File: src/sv/plt_pkg.sv
// Package with the types, widths and codes of the peer liveness table.
`timescale 1ns / 1ps

package plt_pkg;

	localparam int MAX_PEERS = 8;
	localparam int IDX_W     = (MAX_PEERS > 1) ? $clog2(MAX_PEERS) : 1;
	localparam int CNT_W     = $clog2(MAX_PEERS + 1);

	localparam int ADDR_W     = 48;
	localparam int TIME_W     = 32;
	localparam int TMO_W      = 16;
	localparam int GRP_W      = 8;
	localparam int STATUS_W   = 3;
	localparam int SLOT_OUT_W = 3;
	localparam int NUM_OUT_W  = 4;
	localparam int MASK_W     = 8;
	localparam int MASK_N     = (MAX_PEERS < MASK_W) ? MAX_PEERS : MASK_W;

	localparam int CFG_IDX_W  = 2;
	localparam int CFG_DATA_W = 16;

	localparam logic [TMO_W-1:0] TIMEOUT_RST = TMO_W'(3000);

	typedef enum logic [STATUS_W-1:0] {
		ST_REFRESHED   = 3'd0,
		ST_ADDED       = 3'd1,
		ST_FULL        = 3'd2,
		ST_NOT_LEADER  = 3'd3,
		ST_BAD_FRAME   = 3'd4,
		ST_WRONG_GROUP = 3'd5,
		ST_SWEEP_DONE  = 3'd6
	} status_t;

	typedef enum logic [CFG_IDX_W-1:0] {
		REG_LEADER  = 2'd0,
		REG_GROUP   = 2'd1,
		REG_TIMEOUT = 2'd2
	} cfg_reg_t;

	typedef enum logic {
		OP_LOOKUP = 1'b0,
		OP_SWEEP  = 1'b1
	} op_t;

	// Read and write controls of the entry store.
	typedef struct packed {
		logic             rd_en;
		logic [IDX_W-1:0] rd_idx;
		logic             wr_addr_en;
		logic             wr_time_en;
		logic [IDX_W-1:0] wr_idx;
	} mem_ctl_t;

endpackage

File: src/sv/plt_if.sv
// Valid/ready channel interfaces for heartbeat/sweep items and their results.
`timescale 1ns / 1ps

interface plt_in_if;
	logic                       valid;
	logic                       ready;
	logic                       func;
	logic [plt_pkg::ADDR_W-1:0] station_mac;
	logic [plt_pkg::GRP_W-1:0]  heartbeat_group;
	logic                       frame_ok;
	logic [plt_pkg::TIME_W-1:0] now_ms;

	modport source (output valid, func, station_mac, heartbeat_group, frame_ok, now_ms,
		input ready);
	modport sink (input valid, func, station_mac, heartbeat_group, frame_ok, now_ms,
		output ready);
endinterface

interface plt_out_if;
	logic                           valid;
	logic                           ready;
	plt_pkg::status_t               status;
	logic [plt_pkg::SLOT_OUT_W-1:0] entry_index;
	logic [plt_pkg::NUM_OUT_W-1:0]  newly_offline;
	logic [plt_pkg::NUM_OUT_W-1:0]  online_count;
	logic [plt_pkg::MASK_W-1:0]     online_mask;
	logic [plt_pkg::NUM_OUT_W-1:0]  used_entries;

	modport source (output valid, status, entry_index, newly_offline, online_count,
		online_mask, used_entries, input ready);
	modport sink (input valid, status, entry_index, newly_offline, online_count,
		online_mask, used_entries, output ready);
endinterface

File: src/sv/peer_liveness_table.sv
// Peer liveness table: a heartbeat refreshes or adds a peer entry, a sweep ages entries out.
// A rejected item (not leader, bad frame, wrong group) goes straight to the final state; a sweep
// walks the filled slots and then finishes, and a heartbeat lookup walks them and then updates
// the table before it finishes. The table has a single read port and one shared subtractor, so
// stored entries are compared one per cycle, each from a registered read. A hit stops the walk
// early. The input is not ready until the result has been loaded into the output register and
// is ready again the cycle after. A result that waits for the sink holds the block in its final
// state. The output register lets the next item in while the result waits.
// Configuration: cfg_index 0 leader mode, 1 group number, 2 offline timeout in ms (reset
// 3000); writes to other indexes are ignored.
`timescale 1ns / 1ps

module peer_liveness_table (
	input  logic                           clk,
	input  logic                           arst_n,
	input  logic                           cfg_we,
	input  logic [plt_pkg::CFG_IDX_W-1:0]  cfg_index,
	input  logic [plt_pkg::CFG_DATA_W-1:0] cfg_data,
	plt_in_if.sink                         in_ch,
	plt_out_if.source                      out_ch
);

	typedef enum logic [1:0] {
		S_IDLE,
		S_SCAN,
		S_UPDATE,
		S_DONE
	} state_t;

	state_t                           state_q;
	logic                             leader_q;
	logic [plt_pkg::GRP_W-1:0]        group_q;
	logic [plt_pkg::TMO_W-1:0]        timeout_q;

	plt_pkg::op_t                     op_q;
	plt_pkg::status_t                 status_q;
	logic [plt_pkg::ADDR_W-1:0]       mac_q;
	logic [plt_pkg::TIME_W-1:0]       now_q;
	logic [plt_pkg::CNT_W-1:0]        issue_q;
	logic [plt_pkg::CNT_W-1:0]        fill_q;
	logic [plt_pkg::CNT_W-1:0]        online_cnt_q;
	logic [plt_pkg::CNT_W-1:0]        dropped_q;
	logic [plt_pkg::MAX_PEERS-1:0]    online_q;
	logic                             hit_q;
	logic [plt_pkg::IDX_W-1:0]        slot_q;
	logic                             pend_s1;
	logic [plt_pkg::IDX_W-1:0]        ridx_s1;

	logic                             out_valid_q;
	plt_pkg::status_t                 out_status_q;
	logic [plt_pkg::SLOT_OUT_W-1:0]   out_index_q;
	logic [plt_pkg::NUM_OUT_W-1:0]    out_dropped_q;
	logic [plt_pkg::NUM_OUT_W-1:0]    out_count_q;
	logic [plt_pkg::MASK_W-1:0]       out_mask_q;
	logic [plt_pkg::NUM_OUT_W-1:0]    out_used_q;

	plt_pkg::mem_ctl_t                mem_ctl;
	logic [plt_pkg::ADDR_W-1:0]       rd_mac;
	logic [plt_pkg::TIME_W-1:0]       rd_time;
	logic                             cmp_hit;
	logic                             issue;
	logic                             in_acc;
	logic                             room;
	logic                             out_load;

	assign in_acc   = in_ch.valid && in_ch.ready;
	assign issue    = (state_q == S_SCAN) && (issue_q < fill_q);
	assign room     = fill_q < plt_pkg::CNT_W'(plt_pkg::MAX_PEERS);
	assign out_load = (state_q == S_DONE) && (!out_valid_q || out_ch.ready);

	assign in_ch.ready          = (state_q == S_IDLE);
	assign out_ch.valid         = out_valid_q;
	assign out_ch.status        = out_status_q;
	assign out_ch.entry_index   = out_index_q;
	assign out_ch.newly_offline = out_dropped_q;
	assign out_ch.online_count  = out_count_q;
	assign out_ch.online_mask   = out_mask_q;
	assign out_ch.used_entries  = out_used_q;

	always_comb begin
		mem_ctl.rd_en      = issue;
		mem_ctl.rd_idx     = issue_q[plt_pkg::IDX_W-1:0];
		mem_ctl.wr_addr_en = (state_q == S_UPDATE) && !hit_q && room;
		mem_ctl.wr_time_en = (state_q == S_UPDATE) && (hit_q || room);
		mem_ctl.wr_idx     = hit_q ? slot_q : fill_q[plt_pkg::IDX_W-1:0];
	end

	plt_mem u_mem (
		.clk      (clk),
		.ctl      (mem_ctl),
		.wr_mac   (mac_q),
		.wr_time  (now_q),
		.rd_mac_q (rd_mac),
		.rd_time_q(rd_time)
	);

	plt_cmp u_cmp (
		.op      (op_q),
		.key_mac (mac_q),
		.now_ms  (now_q),
		.ent_mac (rd_mac),
		.ent_time(rd_time),
		.timeout (timeout_q),
		.hit     (cmp_hit)
	);

	always_ff @(posedge clk or negedge arst_n) begin
		if (!arst_n) begin
			state_q       <= S_IDLE;
			leader_q      <= 1'b0;
			group_q       <= '0;
			timeout_q     <= plt_pkg::TIMEOUT_RST;
			op_q          <= plt_pkg::OP_LOOKUP;
			status_q      <= plt_pkg::ST_NOT_LEADER;
			mac_q         <= '0;
			now_q         <= '0;
			issue_q       <= '0;
			fill_q        <= '0;
			online_cnt_q  <= '0;
			dropped_q     <= '0;
			online_q      <= '0;
			hit_q         <= 1'b0;
			slot_q        <= '0;
			pend_s1       <= 1'b0;
			ridx_s1       <= '0;
			out_valid_q   <= 1'b0;
			out_status_q  <= plt_pkg::ST_NOT_LEADER;
			out_index_q   <= '0;
			out_dropped_q <= '0;
			out_count_q   <= '0;
			out_mask_q    <= '0;
			out_used_q    <= '0;
		end else begin
			if (cfg_we) begin
				unique case (plt_pkg::cfg_reg_t'(cfg_index))
					plt_pkg::REG_LEADER:  leader_q  <= cfg_data[0];
					plt_pkg::REG_GROUP:   group_q   <= cfg_data[plt_pkg::GRP_W-1:0];
					plt_pkg::REG_TIMEOUT: timeout_q <= cfg_data[plt_pkg::TMO_W-1:0];
					default: ;
				endcase
			end

			if (out_load) begin
				out_valid_q <= 1'b1;
			end else if (out_valid_q && out_ch.ready) begin
				out_valid_q <= 1'b0;
			end

			// The read pipeline only runs while scanning.
			pend_s1 <= issue;
			ridx_s1 <= issue_q[plt_pkg::IDX_W-1:0];

			unique case (state_q)
				S_IDLE: begin
					if (in_acc) begin
						mac_q     <= in_ch.station_mac;
						now_q     <= in_ch.now_ms;
						issue_q   <= '0;
						dropped_q <= '0;
						hit_q     <= 1'b0;
						slot_q    <= '0;
						if (!leader_q) begin
							status_q <= plt_pkg::ST_NOT_LEADER;
							state_q  <= S_DONE;
						end else if (in_ch.func) begin
							op_q    <= plt_pkg::OP_SWEEP;
							state_q <= S_SCAN;
						end else if (!in_ch.frame_ok) begin
							status_q <= plt_pkg::ST_BAD_FRAME;
							state_q  <= S_DONE;
						end else if (in_ch.heartbeat_group != group_q) begin
							status_q <= plt_pkg::ST_WRONG_GROUP;
							state_q  <= S_DONE;
						end else begin
							op_q    <= plt_pkg::OP_LOOKUP;
							state_q <= S_SCAN;
						end
					end
				end
				S_SCAN: begin
					if (issue) begin
						issue_q <= issue_q + 1'b1;
					end
					if (op_q == plt_pkg::OP_LOOKUP && pend_s1 && cmp_hit) begin
						// First matching slot wins; later reads in flight are dropped.
						hit_q   <= 1'b1;
						slot_q  <= ridx_s1;
						state_q <= S_UPDATE;
					end else begin
						if (op_q == plt_pkg::OP_SWEEP && pend_s1 && cmp_hit &&
							online_q[ridx_s1]) begin
							online_q[ridx_s1] <= 1'b0;
							online_cnt_q      <= online_cnt_q - 1'b1;
							dropped_q         <= dropped_q + 1'b1;
						end
						if (!issue && !pend_s1) begin
							if (op_q == plt_pkg::OP_SWEEP) begin
								status_q <= plt_pkg::ST_SWEEP_DONE;
								state_q  <= S_DONE;
							end else begin
								state_q <= S_UPDATE;
							end
						end
					end
				end
				S_UPDATE: begin
					if (hit_q) begin
						status_q         <= plt_pkg::ST_REFRESHED;
						online_q[slot_q] <= 1'b1;
						if (!online_q[slot_q]) begin
							online_cnt_q <= online_cnt_q + 1'b1;
						end
					end else if (room) begin
						status_q                               <= plt_pkg::ST_ADDED;
						slot_q                                 <= fill_q[plt_pkg::IDX_W-1:0];
						online_q[fill_q[plt_pkg::IDX_W-1:0]]   <= 1'b1;
						online_cnt_q                           <= online_cnt_q + 1'b1;
						fill_q                                 <= fill_q + 1'b1;
					end else begin
						status_q <= plt_pkg::ST_FULL;
					end
					state_q <= S_DONE;
				end
				S_DONE: begin
					if (out_load) begin
						out_status_q  <= status_q;
						out_index_q   <= (status_q == plt_pkg::ST_REFRESHED ||
							status_q == plt_pkg::ST_ADDED) ?
							plt_pkg::SLOT_OUT_W'(slot_q) : '0;
						out_dropped_q <= plt_pkg::NUM_OUT_W'(dropped_q);
						out_count_q   <= plt_pkg::NUM_OUT_W'(online_cnt_q);
						out_mask_q    <= plt_pkg::MASK_W'(online_q[plt_pkg::MASK_N-1:0]);
						out_used_q    <= plt_pkg::NUM_OUT_W'(fill_q);
						state_q       <= S_IDLE;
					end
				end
				default: state_q <= S_IDLE;
			endcase
		end
	end

endmodule

File: src/sv/plt_mem.sv
// Entry store: peer addresses and last-seen times, one write and one registered read.
`timescale 1ns / 1ps

module plt_mem (
	input  logic                       clk,
	input  plt_pkg::mem_ctl_t          ctl,
	input  logic [plt_pkg::ADDR_W-1:0] wr_mac,
	input  logic [plt_pkg::TIME_W-1:0] wr_time,
	output logic [plt_pkg::ADDR_W-1:0] rd_mac_q,
	output logic [plt_pkg::TIME_W-1:0] rd_time_q
);

	logic [plt_pkg::ADDR_W-1:0] addr_mem [plt_pkg::MAX_PEERS];
	logic [plt_pkg::TIME_W-1:0] time_mem [plt_pkg::MAX_PEERS];

	always_ff @(posedge clk) begin
		if (ctl.wr_addr_en) begin
			addr_mem[ctl.wr_idx] <= wr_mac;
		end
		if (ctl.wr_time_en) begin
			time_mem[ctl.wr_idx] <= wr_time;
		end
	end

	always_ff @(posedge clk) begin
		if (ctl.rd_en) begin
			rd_mac_q  <= addr_mem[ctl.rd_idx];
			rd_time_q <= time_mem[ctl.rd_idx];
		end
	end

endmodule

File: src/sv/plt_cmp.sv
// Shared compare unit: one subtractor serves both address match and age check.
`timescale 1ns / 1ps

module plt_cmp (
	input  plt_pkg::op_t               op,
	input  logic [plt_pkg::ADDR_W-1:0] key_mac,
	input  logic [plt_pkg::TIME_W-1:0] now_ms,
	input  logic [plt_pkg::ADDR_W-1:0] ent_mac,
	input  logic [plt_pkg::TIME_W-1:0] ent_time,
	input  logic [plt_pkg::TMO_W-1:0]  timeout,
	output logic                       hit
);

	logic [plt_pkg::ADDR_W-1:0] opa;
	logic [plt_pkg::ADDR_W-1:0] opb;
	logic [plt_pkg::ADDR_W-1:0] diff;

	always_comb begin
		if (op == plt_pkg::OP_SWEEP) begin
			opa = plt_pkg::ADDR_W'(now_ms);
			opb = plt_pkg::ADDR_W'(ent_time);
		end else begin
			opa = key_mac;
			opb = ent_mac;
		end
		diff = opa - opb;
		// The low word of the difference is the wrapped age.
		if (op == plt_pkg::OP_SWEEP) begin
			hit = diff[plt_pkg::TIME_W-1:0] > plt_pkg::TIME_W'(timeout);
		end else begin
			hit = (diff == '0);
		end
	end

endmodule

File: src/flat_wrapper.sv
// flat-port wrapper written by rule: the top's interface ports become plain ports
module peer_liveness_table_flat 
  (clk, arst_n, cfg_we, cfg_index, cfg_data, in_ch_valid, in_ch_func, in_ch_station_mac, in_ch_heartbeat_group, in_ch_frame_ok, in_ch_now_ms, in_ch_ready, out_ch_valid, out_ch_status, out_ch_entry_index, out_ch_newly_offline, out_ch_online_count, out_ch_online_mask, out_ch_used_entries, out_ch_ready);
  plt_in_if in_ch_i ();
  plt_out_if out_ch_i ();
  input  logic clk;
  input  logic arst_n;
  input  logic cfg_we;
  input  logic [plt_pkg::CFG_IDX_W-1:0] cfg_index;
  input  logic [plt_pkg::CFG_DATA_W-1:0] cfg_data;
  input wire logic [$bits(in_ch_i.valid)-1:0] in_ch_valid;
  input wire logic [$bits(in_ch_i.func)-1:0] in_ch_func;
  input wire logic [$bits(in_ch_i.station_mac)-1:0] in_ch_station_mac;
  input wire logic [$bits(in_ch_i.heartbeat_group)-1:0] in_ch_heartbeat_group;
  input wire logic [$bits(in_ch_i.frame_ok)-1:0] in_ch_frame_ok;
  input wire logic [$bits(in_ch_i.now_ms)-1:0] in_ch_now_ms;
  output wire logic [$bits(in_ch_i.ready)-1:0] in_ch_ready;
  output wire logic [$bits(out_ch_i.valid)-1:0] out_ch_valid;
  output wire logic [$bits(out_ch_i.status)-1:0] out_ch_status;
  output wire logic [$bits(out_ch_i.entry_index)-1:0] out_ch_entry_index;
  output wire logic [$bits(out_ch_i.newly_offline)-1:0] out_ch_newly_offline;
  output wire logic [$bits(out_ch_i.online_count)-1:0] out_ch_online_count;
  output wire logic [$bits(out_ch_i.online_mask)-1:0] out_ch_online_mask;
  output wire logic [$bits(out_ch_i.used_entries)-1:0] out_ch_used_entries;
  input wire logic [$bits(out_ch_i.ready)-1:0] out_ch_ready;
  assign in_ch_i.valid = in_ch_valid;
  assign in_ch_i.func = in_ch_func;
  assign in_ch_i.station_mac = in_ch_station_mac;
  assign in_ch_i.heartbeat_group = in_ch_heartbeat_group;
  assign in_ch_i.frame_ok = in_ch_frame_ok;
  assign in_ch_i.now_ms = in_ch_now_ms;
  assign in_ch_ready = in_ch_i.ready;
  assign out_ch_valid = out_ch_i.valid;
  assign out_ch_status = out_ch_i.status;
  assign out_ch_entry_index = out_ch_i.entry_index;
  assign out_ch_newly_offline = out_ch_i.newly_offline;
  assign out_ch_online_count = out_ch_i.online_count;
  assign out_ch_online_mask = out_ch_i.online_mask;
  assign out_ch_used_entries = out_ch_i.used_entries;
  assign out_ch_i.ready = out_ch_ready;
  peer_liveness_table u_core (.clk(clk), .arst_n(arst_n), .cfg_we(cfg_we), .cfg_index(cfg_index), .cfg_data(cfg_data), .in_ch(in_ch_i), .out_ch(out_ch_i));
endmodule
File: config.mk
export PLATFORM = sky130hd
export DESIGN_NAME = peer_liveness_table_flat
export DESIGN_NICKNAME = d
export VERILOG_FILES = /design/src/sv/plt_pkg.sv /design/src/sv/plt_if.sv /design/src/sv/peer_liveness_table.sv /design/src/sv/plt_mem.sv /design/src/sv/plt_cmp.sv /design/src/flat_wrapper.sv
export SDC_FILE = /design/constraint.sdc
export NUM_CORES = 1
export LEC_CHECK = 0
export BUFFER_PORTS_ARGS = -buffer_cell sky130_fd_sc_hd__buf_2
export CAP_MARGIN = 15
export CORE_ASPECT_RATIO = 1.5
export CORE_MARGIN = 10
export CORE_UTILIZATION = 56
export DETAILED_ROUTE_END_ITERATION = 10
export PLACE_DENSITY = 0.75
export SLEW_MARGIN = 25
export SYNTH_ARGS = -nofsm -noshare
export SYNTH_HDL_FRONTEND = slang
export SYNTH_HIERARCHICAL = 1
export SYNTH_SLANG_ARGS = --single-unit
File: constraint.sdc
create_clock -name clk -period 5.4 [get_ports clk]
set_input_delay 1.35 -clock clk [delete_from_list [all_inputs] [get_ports clk]]
set_output_delay 1.35 -clock clk [all_outputs]
set_load 0.03 [all_outputs]
Word-level counts from Yosys, hierarchy flattened
Memories as Yosys holds them, arrays and structs flattened. A register that Yosys moved wholly into a read port is not among the register bits.
Cells that the tools add are included.
- register bits after elaboration: 170
- bits in writable memories: 640
- input bits: 113
- output and inout bits: 28
- logic and storage cells: 187
- memories: 2
- $add $sub $neg: 6
- $lt $le $gt $ge: 9
- equal/unequal tests: 23
- mux-type cells: 70
- bitwise operators: 6
- reductions and logical operators: 47
- memories (name ; depth ; width ; read ports ; clocked after memory_dff ; write ports ; line ; RTL):
    u_core.u_mem.addr_mem ; 8 ; 48 ; 1 ; 1 ; 1 ; plt_mem.sv:13 ; logic [plt_pkg::ADDR_W-1:0] addr_mem [plt_pkg::MAX_PEERS];
    u_core.u_mem.time_mem ; 8 ; 32 ; 1 ; 1 ; 1 ; plt_mem.sv:14 ; logic [plt_pkg::TIME_W-1:0] time_mem [plt_pkg::MAX_PEERS];
- operator list (cell ; number):
    $mux W48 ; 2
    $logic_not A48 Y1 ; 1
    $sub A48 B48 Y48 ; 1
    $mux W3 ; 15
    $mux W4 ; 9
    $gt A32 B16 Y1 ; 1
    $mux W8 ; 4
    $pmux W4 S2 ; 3
    $mux W1 ; 18
    $mux W2 ; 9
    $pmux W3 S3 ; 2
    $add A4 B1 Y4 const B ; 4
    $logic_and A1 B1 Y1 ; 16
    $or A8 B8 Y8 ; 2
    $pmux W8 S2 ; 1
    $reduce_and A5 Y1 ; 3
    $ne A2 B2 Y1 const B ; 7
    $lt A3 B4 Y1 const B ; 3
    $reduce_and A3 Y1 ; 4
    $reduce_and A2 Y1 ; 5
    $demux W1 S3 ; 3
    $ge A3 B1 Y1 const B ; 3
    $ne A3 B3 Y1 const B ; 3
    $and A8 B8 Y8 ; 1
    other kinds (23) ; 41

Logic depth before layout (Yosys ltp)
- word-level depth: 9
- gate-level depth with buffers: 26

Cells and area by module
Netlist, hierarchy kept.
- by module, submodules not included (module ; instances ; cells each ; area each (um^2) ; seq. area each (um^2)):
    plt_mem ; 1 ; 1028 ; 26497.9 ; 21620.7
    peer_liveness_table ; 1 ; 553 ; 7354.6 ; 4267.8
    plt_cmp ; 1 ; 725 ; 4962.3 ; 0.0

Worst setup path before layout
Ideal clock, no wire load.
- path kind: reg2reg
- start point: register u_core.state_q[0]
- end point: memory u_core/u_mem/addr_mem[2][0] (netlist name), enable pin
- arrival time: 4.895 ns
- required time: 4.887 ns
- path slack: -0.008 ns
- cell stages (with the launch flop): 7
- cell sequence: dfrtp_1 > inv_1 > ha_1 > inv_2 > nor3_1 > nand2_1 > nor3_1
- RTL lines (element ; line ; RTL):
    start: declaration ; peer_liveness_table.sv:30 ; state_t state_q;
    start signal: assignment ; peer_liveness_table.sv:109 ; state_q <= S_IDLE;
    start signal: assignment ; peer_liveness_table.sv:164 ; state_q <= S_DONE;
    start signal: assignment ; peer_liveness_table.sv:167 ; state_q <= S_SCAN;
    end: declaration ; plt_mem.sv:13 ;

Worst setup path in the final report
- start point: register u_core.op_q
- end point: register u_core/online_q[5] (netlist name)
- word-level cells in the longest chain between the ends: 8
- RTL lines (element ; line ; RTL):
    start: declaration ; peer_liveness_table.sv:35 ; plt_pkg::op_t op_q;
    start signal: assignment ; peer_liveness_table.sv:113 ; op_q <= plt_pkg::OP_LOOKUP;
    start signal: assignment ; peer_liveness_table.sv:166 ; op_q <= plt_pkg::OP_SWEEP;
    start signal: assignment ; peer_liveness_table.sv:175 ; op_q <= plt_pkg::OP_LOOKUP;
    $mux W48 ; plt_cmp.sv:19 ; if (op == plt_pkg::OP_SWEEP) begin
    $sub A48 B48 Y48 ; plt_cmp.sv:26 ; diff = opa - opb;
    $gt A32 B16 Y1 / $logic_not A48 Y1 (equally long branches) ; plt_cmp.sv:29, plt_cmp.sv:31 ;
    $mux W1 (*) ; plt_cmp.sv:28 ; if (op == plt_pkg::OP_SWEEP) begin
    net u_core.cmp_hit ; peer_liveness_table.sv:60 ; logic cmp_hit;
    $logic_and A1 B1 Y1 (2 in series) ; peer_liveness_table.sv:190 ; if (op_q == plt_pkg::OP_SWEEP && pend_s1 && cmp_hit &&
    $ne A2 B2 Y1 (no line) ; n/a ;
    $reduce_and A4 Y1 (no line) (*) ; n/a ;
    end signal: indexed assignment ; peer_liveness_table.sv:192 ; online_q[ridx_s1] <= 1'b0;
    end signal: indexed assignment ; peer_liveness_table.sv:209 ; online_q[slot_q] <= 1'b1;
    end signal: indexed assignment ; peer_liveness_table.sv:216 ; online_q[fill_q[plt_pkg::IDX_W-1:0]] <= 1'b1;
    end: declaration ; peer_liveness_table.sv:43 ; logic [plt_pkg::MAX_PEERS-1:0] online_q;
The timed path passes the listed nets; every way through them passes the cells marked *.
A chain may end at the register's enable or synchronous reset.

==> summary.txt <==
Run status
  • Status: finished, final reports clean

Routing
  • DR WL met2: 53800 µm
  • DR iter-0 viols: 1901
  • Met1 wire length: 37300 µm
  • Drt wl/cell: 28.2 µm
  • DR vias/cell: 6.28
  • Via count: 22500
  • Antenna viol nets, final: 0
  • Met3 WL post-DR: 5470 µm
  • Total Wirelength: 101000 µm
  • DR pass1 iterations: 5
  • DRC Markers: 0
  • Highest metal used: met4

STA
  • Final hold violation count: 0
  • Skew final: 0.0294 ns
  • Final setup vio count: 0
  • Tmin final: 5.21 ns
  • Worst-margin pin slew: 1.02 ns
  • Slew HR: 32.1%
  • F_max: 192 MHz
  • Period utilisation layout: 96.5%
  • Fin. max-slew vios: 0
  • Final worst slack: 0.188 ns

Flow run
  • Maxcap violations: 0

CTS
  • Clk root buf: clkbuf_16
  • Clk sinks: 890
  • Hold-fix buffers, CTS: 0
  • CTS tree: built
  • CTS clk-pin slew, worst paths: 0.07 ns
  • Clk Latency, worst-skew pair: 0.67 ns
  • CTS Buffer Depth: 3
  • H-tree depth: 3
  • Total CTS buffers: 82

Floorplanning
  • Die X: 235 µm
  • Core area: 68900 µm²
  • Initial Util: 56.3%
  • Area of the die: 80500 µm²
  • Die Ht: 342 µm
  • Row count: 118
  • I/O pin cnt: 141

Yosys
  • Share of Yosys cell area claimed by the top area cell type: 55.7%
  • Synthesis-stage register bit count: 890
  • Async SR Flop Fraction: 19.1%
  • Syn Area/Cell: 16.8 µm²
  • Area contributors post-synth: edfxtp_1 56%, dfrtp_1 10%, mux4_2 9.4%
  • Sequential share of the synthesized area: 66.7%
  • Synthesis Warnings: 6
  • Synth cell types: 91
  • Dominant synthesized flop cell: edfxtp_1
  • EDFF count, synth: 720
  • Top cell type by total area after synthesis: edfxtp_1
  • Mapped Nets: 2496
  • Cells after Synth: 2306
  • Post-Syn Area: 38800 µm²

Cells and area
  • Layout area overhead: 15.6%
  • FILL cells: 4753
  • Final Net Count: 2796
  • Layout cells sized above 1: 36.1%
  • Final design utilization: 65.1%
  • Multi-input gate area: 12600 µm²
  • Sequential cell area: 25900 µm²

Global route
  • Largest net degree at the start of global routing: 100
  • GRT overflow: 0
  • First-pass GRT wire length: 150000 µm
  • Initial antenna violation count: 0
  • GRT Util Overall: 24.9%
  • Via count of the first global-routing pass: 23400

Critical path
  • Max Fanout on Critical Path: 12
  • WP data arrival: 5.74 ns
  • R2R cell count: 21
  • CP endpoint kind: flip-flop
  • CP Data Required Time: 5.92 ns
  • CP startpoint kind: flip-flop
  • Crit Path Class: flip-flop to flip-flop

Hold path
  • HP Class: flip-flop to flip-flop
  • Hold path depth: 1

Power and ir drop
  • Peak VDD IR: 0.000362 V
  • PD cells: 630 nW/µm²
  • Static power due to leakage: 16.0 nW

Placed design
  • RePlAce Congestion: 0.993
  • Placement Setup Slack: -0.199 ns
  • Port bufs: 140
  • DP HPWL: 66100 µm
[worst paths after layout]
kind,end,from,slack (ns)
max,u_core/online_q[5],u_core/op_q,0.19
min in group asynchronous,u_core/mac_q[44],arst_n,0.71
max in group asynchronous,u_core/op_q,arst_n,3.67
min,u_core/online_cnt_q[3],u_core/online_cnt_q[3],0.48
max reg2reg,u_core/online_q[5],u_core/op_q,0.19
min reg2reg,u_core/online_cnt_q[3],u_core/online_cnt_q[3],0.48
[what timing repair did]
item,4_1_cts,5_1_grt
pin swaps,0,16
cloned,0,1
setup buffers,0,6
endpoints found under the setup margin,19,21
gates resized for setup,6,75
[state kept, by name (all words and copies together), names as in the netlist, 8 cells and up]
signal,count
u_core/online_q,8
u_core/mac_q,48
u_core/u_mem/time_mem,256
u_core/out_ch.online_mask,8
u_core/u_mem/addr_mem,384
u_core/now_q,32
u_core/u_mem/rd_mac_q,48
u_core/u_mem/rd_time_q,32
u_core/timeout_q,16
u_core/group_q,8
[synthesized netlist by cell type (18+ instances only)]
cell        n
ha_1       75
inv_1      46
o21a_1     19
nand3_1    34
mux2i_1    47
mux4_2    162
nand2b_1   32
edfxtp_1  720
o21ai_0    47
dfrtp_1   159
a31oi_1    18
o21ai_1    19
buf_2      31
mux2_2    235
nor2_1     78
clkbuf_1   63
nor2b_1    25
nand2_1   111
a21oi_1    67
nand4_1    26
xnor2_1    20
nor3_1     22
[routing by layer]
layer / vias up / global-route usage, %
met5: - / 0
met4: 0 / 10.7
met3: 212 / 3.24
met2: 833 / 44.8
met1: 11700 / 29.5
li1: 9757 / -
[worst max-delay path: stages, from the launching register on]
cell and delay [ns]:
dfrtp_4 0.59, buf_12 0.17, clkbuf_16 0.17, mux2i_2 0.23
buf_4 0.15, ha_1 0.26, buf_4 0.16, nand2_1 0.12
o21ai_2 0.11, nor2b_1 0.15, a2111o_1 0.40, a2111oi_4 0.35
nand4_1 0.15, or4_4 0.47, a2111oi_4 0.33, nand4b_1 0.15
nand2_2 0.17, nand4_1 0.17, buf_6 0.21, nor3_4 0.29
and4_1 0.23, o22ai_1 0.08
[power by group]
group | leakage (nW) | switching, W | internal, W | total (W)
combinational | 6.05 | 0.00606 | 0.00492 | 0.0110
clock | 1.36 | 0.00255 | 0.00342 | 0.00597
sequential | 8.58 | 0.00156 | 0.00975 | 0.0113
total | 16.0 | 0.0102 | 0.0181 | 0.0283
[layout by cell type, fill, tap and decap left out, types with 9 or more instances in the layout]
master	count
ha_2	9
ha_1	64
buf_2	139
mux2i_1	44
nor2_4	13
a211oi_1	9
clkinv_2	13
nor3_1	16
clkbuf_16	87
a21oi_2	10
a31oi_1	17
a21o_1	10
nor2_1	64
o21ai_1	19
mux4_2	162
mux2_2	235
xor2_1	14
edfxtp_1	720
o21a_1	19
nor2b_1	24
nand4_1	26
buf_4	176
clkbuf_1	16
nand2_1	108
dfstp_2	11
dfrtp_1	155
inv_1	46
xnor2_1	20
o21ai_0	43
nand2b_1	32
nand3_1	34
a21oi_1	57
clkinv_1	11
[through the flow]
stage	instances	setup TNS (ns)	cell area [µm²]	power, W	hold WS, ns
floorplan	2306	0	38800	0.0173	0.436
global placement	3414	-0.371	41600	0.0215	0.462
detailed placement	3414	-1.40	41600	0.0218	0.468
CTS	3568	0	44400	0.0279	0.480
global route	3576	-0.0986	44900	0.0296	0.515
finish	3578	0	44900	0.0283	0.476
[cells by family (layout without fill, tap and decap cells)]
family | Yosys count | after routing | share of synthesized area (%)
compound gates | 300 | 300 | 5.32
mux | 452 | 452 | 17.7
fa+ha+maj | 77 | 77 | 2.52
buf+inv | 158 | 528 | 1.88
simple gates | 395 | 395 | 5.13
flops | 890 | 890 | 66.7
other cells | 0 | 2 | 0
xor+xnor | 34 | 34 | 0.767
[final cells by class]
class / instances / area share (%)
Clock buffer: 109 / 5.14
Tap cell: 900 / 2.51
Timing Repair Buffer: 326 / 4.97
Antenna cell: 2 / 0.0112
Multi-Input combinational cell: 1258 / 28.2
Inverter: 48 / 0.401
Sequential cell: 890 / 57.7
Clock inverter: 45 / 1.08
Power figures use the tool's default switching activity.
